==> src/art_pkg.sv <==
// art_pkg: shared types and constants for the auto relock timer
// item structs, timer state struct, register indexes and reset values
// no dependencies
package art_pkg;

	localparam int unsigned TimeW = 32;
	localparam int unsigned CfgIdxW = 2;

	// register indexes on the configuration port
	localparam logic [CfgIdxW-1:0] CFG_DOOR_CLOSE_DELAY = 2'd0;
	localparam logic [CfgIdxW-1:0] CFG_LOCK_OPEN_DELAY  = 2'd1;
	localparam logic [CfgIdxW-1:0] CFG_WARN_LEAD        = 2'd2;

	// command codes
	localparam logic CMD_POLL = 1'b0;
	localparam logic CMD_HOLD = 1'b1;

	localparam logic [TimeW-1:0] DOOR_CLOSE_DELAY_RST = 32'd10000;
	localparam logic [TimeW-1:0] LOCK_OPEN_DELAY_RST  = 32'd30000;
	localparam logic [TimeW-1:0] WARN_LEAD_RST        = 32'd3000;

	typedef struct packed {
		logic             cmd;
		logic             door_is_closed;
		logic             lock_is_open;
		logic [TimeW-1:0] now_ms;
		logic [TimeW-1:0] manual_delay_ms;
	} art_req_t;

	typedef struct packed {
		logic             warn_pulse;
		logic             close_pulse;
		logic [TimeW-1:0] remaining_ms;
		logic             hold_active;
	} art_rsp_t;

	typedef struct packed {
		logic [TimeW-1:0] door_close_delay_ms;
		logic [TimeW-1:0] lock_open_delay_ms;
		logic [TimeW-1:0] warn_lead_ms;
	} art_cfg_t;

	typedef struct packed {
		logic [TimeW-1:0] deadline;
		logic             warned;
		logic             hold;
		logic             prev_door_closed;
		logic             prev_lock_open;
		logic             started;
	} art_state_t;

endpackage

==> src/art_step.sv <==
// art_step: combinational update of the relock timer for one item
// takes the current state, the item and the registers; gives next state and result
// depends on art_pkg
module art_step import art_pkg::*; (
	input  art_req_t   req,
	input  art_cfg_t   cfg,
	input  art_state_t cur,
	output art_state_t nxt,
	output art_rsp_t   rsp
);

	logic             warn;
	logic             close;
	logic [TimeW-1:0] warn_at;

	always_comb begin
		nxt     = cur;
		warn    = 1'b0;
		close   = 1'b0;
		warn_at = '0;
		if (req.cmd == CMD_HOLD) begin
			nxt.deadline = req.now_ms + req.manual_delay_ms;
			nxt.warned   = 1'b0;
			nxt.hold     = 1'b1;
		end else if (!cur.started) begin
			nxt.prev_door_closed = req.door_is_closed;
			nxt.prev_lock_open   = req.lock_is_open;
			nxt.started          = 1'b1;
		end else begin
			// door opened: cancel
			if (!req.door_is_closed && cur.prev_door_closed && !cur.hold) begin
				nxt.deadline = '0;
				nxt.warned   = 1'b0;
				nxt.hold     = 1'b0;
			end
			// door closed: schedule
			if (req.door_is_closed && !cur.prev_door_closed && !cur.hold) begin
				nxt.deadline = req.now_ms + cfg.door_close_delay_ms;
				nxt.warned   = 1'b0;
			end
			// lock opened with door closed: longer schedule, wins over the above
			if (req.lock_is_open && !cur.prev_lock_open && req.door_is_closed && !cur.hold) begin
				nxt.deadline = req.now_ms + cfg.lock_open_delay_ms;
				nxt.warned   = 1'b0;
			end
			nxt.prev_door_closed = req.door_is_closed;
			nxt.prev_lock_open   = req.lock_is_open;

			warn_at = nxt.deadline - cfg.warn_lead_ms;
			if (nxt.deadline != '0) begin
				if (!req.lock_is_open) begin
					// lock already closed: cancel silently
					nxt.deadline = '0;
					nxt.warned   = 1'b0;
					nxt.hold     = 1'b0;
				end else begin
					if (!nxt.warned && req.now_ms >= warn_at) begin
						warn       = 1'b1;
						nxt.warned = 1'b1;
					end
					if (req.now_ms >= nxt.deadline) begin
						close        = 1'b1;
						nxt.deadline = '0;
						nxt.warned   = 1'b0;
						nxt.hold     = 1'b0;
					end
				end
			end
		end

		rsp.warn_pulse   = warn;
		rsp.close_pulse  = close;
		rsp.hold_active  = nxt.hold;
		if (nxt.deadline == '0 || req.now_ms >= nxt.deadline) begin
			rsp.remaining_ms = '0;
		end else begin
			rsp.remaining_ms = nxt.deadline - req.now_ms;
		end
	end

endmodule

==> src/auto_relock_timer.sv <==
// auto_relock_timer: top level of the automatic relock timer
// input register, timer state, configuration registers and result register
// depends on art_pkg and art_step
//
//  channel   | valid      | stall      | payload
//  ----------+------------+------------+---------------------------
//  request   | req_valid  | req_stall  | req   (art_req_t)
//  result    | rsp_valid  | rsp_stall  | rsp   (art_rsp_t)
//  config    | cfg_we     | -          | cfg_idx, cfg_wdata
//
// one item a cycle while the result is not stalled; an item passes from the input register
// into the result register, where its result is shown and can be taken at the next edge
// the timer state is updated as the item moves into the result register, so
// each item sees the state left by the one before it
// reset clears the timer state, the valid flags and loads the register defaults
// a stalled result holds; the input side stalls only while both registers are
// full and the result is stalled
module auto_relock_timer import art_pkg::*; (
	input  logic               clk,
	input  logic               arst_n,
	input  logic               req_valid,
	output logic               req_stall,
	input  art_req_t           req,
	output logic               rsp_valid,
	input  logic               rsp_stall,
	output art_rsp_t           rsp,
	input  logic               cfg_we,
	input  logic [CfgIdxW-1:0] cfg_idx,
	input  logic [TimeW-1:0]   cfg_wdata
);

	// input stage
	logic       valid_s1;
	art_req_t   req_s1;

	// timer state and registers
	art_state_t state_q;
	art_state_t state_nxt;
	art_cfg_t   cfg_q;

	// result register
	logic       rsp_valid_q;
	art_rsp_t   rsp_q;
	art_rsp_t   rsp_nxt;

	logic       advance;
	logic       load_out;

	// the result register can take a new item when empty or being drained
	assign advance   = !rsp_valid_q || !rsp_stall;
	assign load_out  = valid_s1 && advance;
	assign req_stall = valid_s1 && !advance;

	always_ff @(posedge clk or negedge arst_n) begin
		if (!arst_n) begin
			valid_s1 <= 1'b0;
		end else if (!req_stall) begin
			valid_s1 <= req_valid;
		end
	end

	// payload of the input stage, no reset needed
	always_ff @(posedge clk) begin
		if (req_valid && !req_stall) begin
			req_s1 <= req;
		end
	end

	// all the decision logic for one item
	art_step u_step (
		.req (req_s1),
		.cfg (cfg_q),
		.cur (state_q),
		.nxt (state_nxt),
		.rsp (rsp_nxt)
	);

	// timer state moves on only when its item is committed to the output
	always_ff @(posedge clk or negedge arst_n) begin
		if (!arst_n) begin
			state_q <= '0;
		end else if (load_out) begin
			state_q <= state_nxt;
		end
	end

	// configuration writes, an index beyond the list is dropped
	always_ff @(posedge clk or negedge arst_n) begin
		if (!arst_n) begin
			cfg_q.door_close_delay_ms <= DOOR_CLOSE_DELAY_RST;
			cfg_q.lock_open_delay_ms  <= LOCK_OPEN_DELAY_RST;
			cfg_q.warn_lead_ms        <= WARN_LEAD_RST;
		end else if (cfg_we) begin
			unique case (cfg_idx)
				CFG_DOOR_CLOSE_DELAY: cfg_q.door_close_delay_ms <= cfg_wdata;
				CFG_LOCK_OPEN_DELAY:  cfg_q.lock_open_delay_ms  <= cfg_wdata;
				CFG_WARN_LEAD:        cfg_q.warn_lead_ms        <= cfg_wdata;
				default: ;
			endcase
		end
	end

	always_ff @(posedge clk or negedge arst_n) begin
		if (!arst_n) begin
			rsp_valid_q <= 1'b0;
		end else if (advance) begin
			rsp_valid_q <= valid_s1;
		end
	end

	always_ff @(posedge clk) begin
		if (load_out) begin
			rsp_q <= rsp_nxt;
		end
	end

	assign rsp_valid = rsp_valid_q;
	assign rsp       = rsp_q;

	// a close always leaves nothing scheduled
	a_close_clears: assert property (@(posedge clk) disable iff (!arst_n)
		(load_out && rsp_nxt.close_pulse) |=> (state_q.deadline == '0))
		else $error("deadline left pending after close");

	// a close item reports no time left
	a_close_zero_left: assert property (@(posedge clk) disable iff (!arst_n)
		(rsp_valid && rsp.close_pulse) |-> (rsp.remaining_ms == '0))
		else $error("time left reported on a close");

	// reported hold matches the state the item left behind
	a_hold_matches: assert property (@(posedge clk) disable iff (!arst_n)
		load_out |=> (rsp_q.hold_active == state_q.hold))
		else $error("hold flag in result disagrees with state");

	// input is only held off by a full input stage behind a full, stalled result register
	a_stall_cause: assert property (@(posedge clk) disable iff (!arst_n)
		req_stall |-> (valid_s1 && rsp_valid_q && rsp_stall))
		else $error("input stalled without a blocked output");

endmodule
==> config.mk <==
export PLATFORM = sky130hd
export DESIGN_NAME = auto_relock_timer
export DESIGN_NICKNAME = d
export VERILOG_FILES = /design/src/art_pkg.sv /design/src/art_step.sv /design/src/auto_relock_timer.sv
export SDC_FILE = /design/constraint.sdc
export NUM_CORES = 1
export LEC_CHECK = 0
export ABC_AREA = 1
export BUFFER_PORTS_ARGS = -buffer_cell sky130_fd_sc_hd__buf_2
export CAP_MARGIN = 20
export CORE_ASPECT_RATIO = 0.7
export CORE_MARGIN = 2
export CORE_UTILIZATION = 40
export DETAILED_ROUTE_END_ITERATION = 8
export HOLD_SLACK_MARGIN = 0.06
export SLEW_MARGIN = 40
export SYNTH_ARGS = -nofsm -noshare
export SYNTH_HDL_FRONTEND = slang
export SYNTH_SLANG_ARGS = --single-unit
==> constraint.sdc <==
create_clock -name clk -period 5.6 [get_ports clk]
set_input_delay 0.56 -clock clk [delete_from_list [all_inputs] [get_ports clk]]
set_output_delay 0.56 -clock clk [all_outputs]
set_load 0.05 [all_outputs]
==> impl_metrics.ini <==
[drt]
drtAntennaViolNets = 0
avgRoutedWirePerCell_um = 18.8
drc = 0
routed_wl_um = 85700
vias = 23801
drtPass1Iterations = 6
vias_per_cell = 5.22
drt_iter0_markers = 2544

[status]
status = complete, but fails checks
violations = setup timing

[timing]
skew_ps = 24.9
rsz0062_at_grt = true
slew_viol_final = 0
fin_ws_ps = -461
relSlewSlack_pct = 46.5
setup_viol_count_final = 33
finalSetupTns_ps = -13830
fin_crit_sh_pct = 108
fmax_mhz = 165
final_hold_viol_count = 0
period_minus_slack_ps = 6060
tightest_slew_ps = 803

[clock_network]
cts.clk_slew.worst_paths_ps = 70
cts_tree = built
h-tree-depth = 1
cts_buffer_depth = 3
clkLatencyLatePin_ps = 590
cts_made_buffers = 26
cts-root-buf = clkbuf_16
cts_sinks = 237

[yosys]
synth.most_common_cell = nand2_1
synthesis.nets = 3517
synth_area_leaders = nand2_1 18%, edfxtp_1 14%, dfrtp_1 14%
synth_common_cells = 1007 x nand2_1, 531 x inv_1, 240 x nor2_1, 240 x o21ai_0, 220 x ha_1
synth_area_um2 = 21300
synth_cells = 3186
synth_cell_types = 48
synth_edf_count = 102
ys_ff_latch = 237
ys_dominant_reg_cell = dfrtp_1
avgSynthCellArea_um2 = 6.69
synth_top_area_share_pct = 17.7
synthArstFlopShare_pct = 57.0
synth.largest_area_cell = nand2_1
synth-seq-area-share_pct = 30.3
synth_warnings = 0

[power]
p_leak_nw = 15.8
peakVddDrop_uv = 307
power_density_nw_per_um2 = 423

[placement]
place_hpwl_um = 67000
gp_congestion = 1.03
portBuffers = 142
dp_cells = 4437

[layout]
num-nets-final = 4189
filler_cell_count = 4926
area_delta_synth_final_pct = 44.3
post_route_cells_drive_above_1_share_pct = 33.5
final_cells = 4563

[global_route]
grt_max_degree = 74
grt_pass1_wl_um = 127000
grt_use_total_pct = 29.8
overflow = 0
grt_pass1_vias = 21638
antenna_found_initial = 2

[worst_setup_path]
end_kind = flip-flop
cp-start-kind = flip-flop
cp_max_fo = 8
cp_common_cell = nand2_2
required_ps = 6050
critPathKind = reg2reg
crit_slowest_cell = edfxtp_1
critPathArrivalTime_ps = 6510
max_stage_delay_ps = 530

[floorplan]
io_pins = 143
core_area_um2 = 52500
fp.dieW_um = 280
start_util_pct = 40.6
die_y_um = 197
rows = 70
die_area_um2 = 55200

[hold_path]
min_path_type = in2reg

[run]
max_cap_violations = 0
layout make-up:
class / count / area [µm²] / share of cell area [%]
antenna: 1 / 2.50 / 0.00813
sequential: 237 / 6460 / 21.0
clock buffer: 35 / 737 / 2.40
tap: 684 / 856 / 2.78
timing repair buffer: 704 / 5180 / 16.8
inverter: 537 / 2020 / 6.55
clock inverter: 13 / 100 / 0.325
multi-input combinational: 2352 / 15400 / 50.1
final timing paths:
kind	start	end	slack (ps)	cells past startpoint
worst max-delay path	req_s1[39]	rsp[30]	-460	41
worst min-delay path	req[55]	req_s1[55]	140	1
worst max register to register	req_s1[39]	rsp[30]	-460	41
worst min register to register	cfg_q[22]	cfg_q[22]	490	2
max in group asynchronous	arst_n	cfg_q[30]	3970	3
min in group asynchronous	arst_n	cfg_q[67]	600	2
layout by cell type, fill, tap and decap left out, types with 18 or more instances in the layout:
cell and n:
buf_4 524, nand4_1 54, edfxtp_1 102, buf_6 27, o21ai_0 211, nand3_2 45
xor2_1 44, dfstp_2 19, a21o_1 18, nor2_1 155, buf_2 141, nand2_2 130
ha_4 79, dfrtp_1 116, nor2_2 43, o21ai_1 23, xnor2_1 30, nor2_4 42
nand2_1 857, nand3_1 114, clkbuf_16 29, inv_1 509, a21oi_1 113, ha_1 137
inv_2 27, nand2_4 23, a21oi_2 67
cells by family (layout without fill, tap and decap cells):
kind of cell             Yosys count  count (layout)  synth area share (%)
AO/OA/AOI/OAI                    515             515                  13.0
XOR/XNOR                          76              76                  3.12
adder cells (fa/ha/maj)          225             225                  13.4
buffers and inverters            597            1289                  10.7
flip-flops                       237             237                  30.3
other                              0               1                     0
AND/OR/NAND/NOR                 1536            1536                  29.5
critical path: cells and delay by family, from the launching register on:
kind | cells | cell delay [ps]
fa+ha+maj | 4 | 990
simple gates | 20 | 2120
buf+inv | 7 | 820
flops | 1 | 530
compound gates | 10 | 1450
power breakdown:
part	internal, mW	leakage [nW]	switching, mW	total (mW)
combinational	3.85	12.8	5.01	8.86
clock	0.972	0.414	0.795	1.77
sequential	2.16	2.63	0.219	2.38
total	6.98	15.8	6.02	13.0
sequential cells by signal, indices dropped and copies added, names as in the netlist:
signal     cells
state_q       37
valid_s1       1
cfg_q         96
req_s1        67
rsp_valid      1
rsp           35
what timing repair did:
item,4_1_cts,5_1_grt
setup endpoints to repair,34,34
setup buffers,42,35
resized for setup,203,451
pin swaps,68,166
hold buffers,1,0
cloned,2,1
hold endpoints to repair,34,0
through the flow:
stage / area, µm² / power, mW / util (%) / hold WS (ps) / setup slack (ps)
6_report: 30800 / 13.0 / 58.6 / 140 / -461
5_1_grt: 30800 / 13.9 / 58.6 / 133 / -727
4_1_cts: 28700 / 11.7 / 54.7 / 125 / -181
3_5_place_dp: 26400 / 9.43 / 50.3 / 473 / -711
3_3_place_gp: 26400 / 9.40 / 50.3 / 461 / -713
2_1_floorplan: 21400 / 6.38 / - / 264 / 0.608
routing by layer:
layer	vias to the layer above	track usage, %	wire [µm]
li1	11662	-	-
met1	10987	46.0	40500
met2	1035	42.7	34600
met3	117	5.48	8190
met4	0	6.56	2440
met5	-	0	0
(Power assumes the default switching activity.)
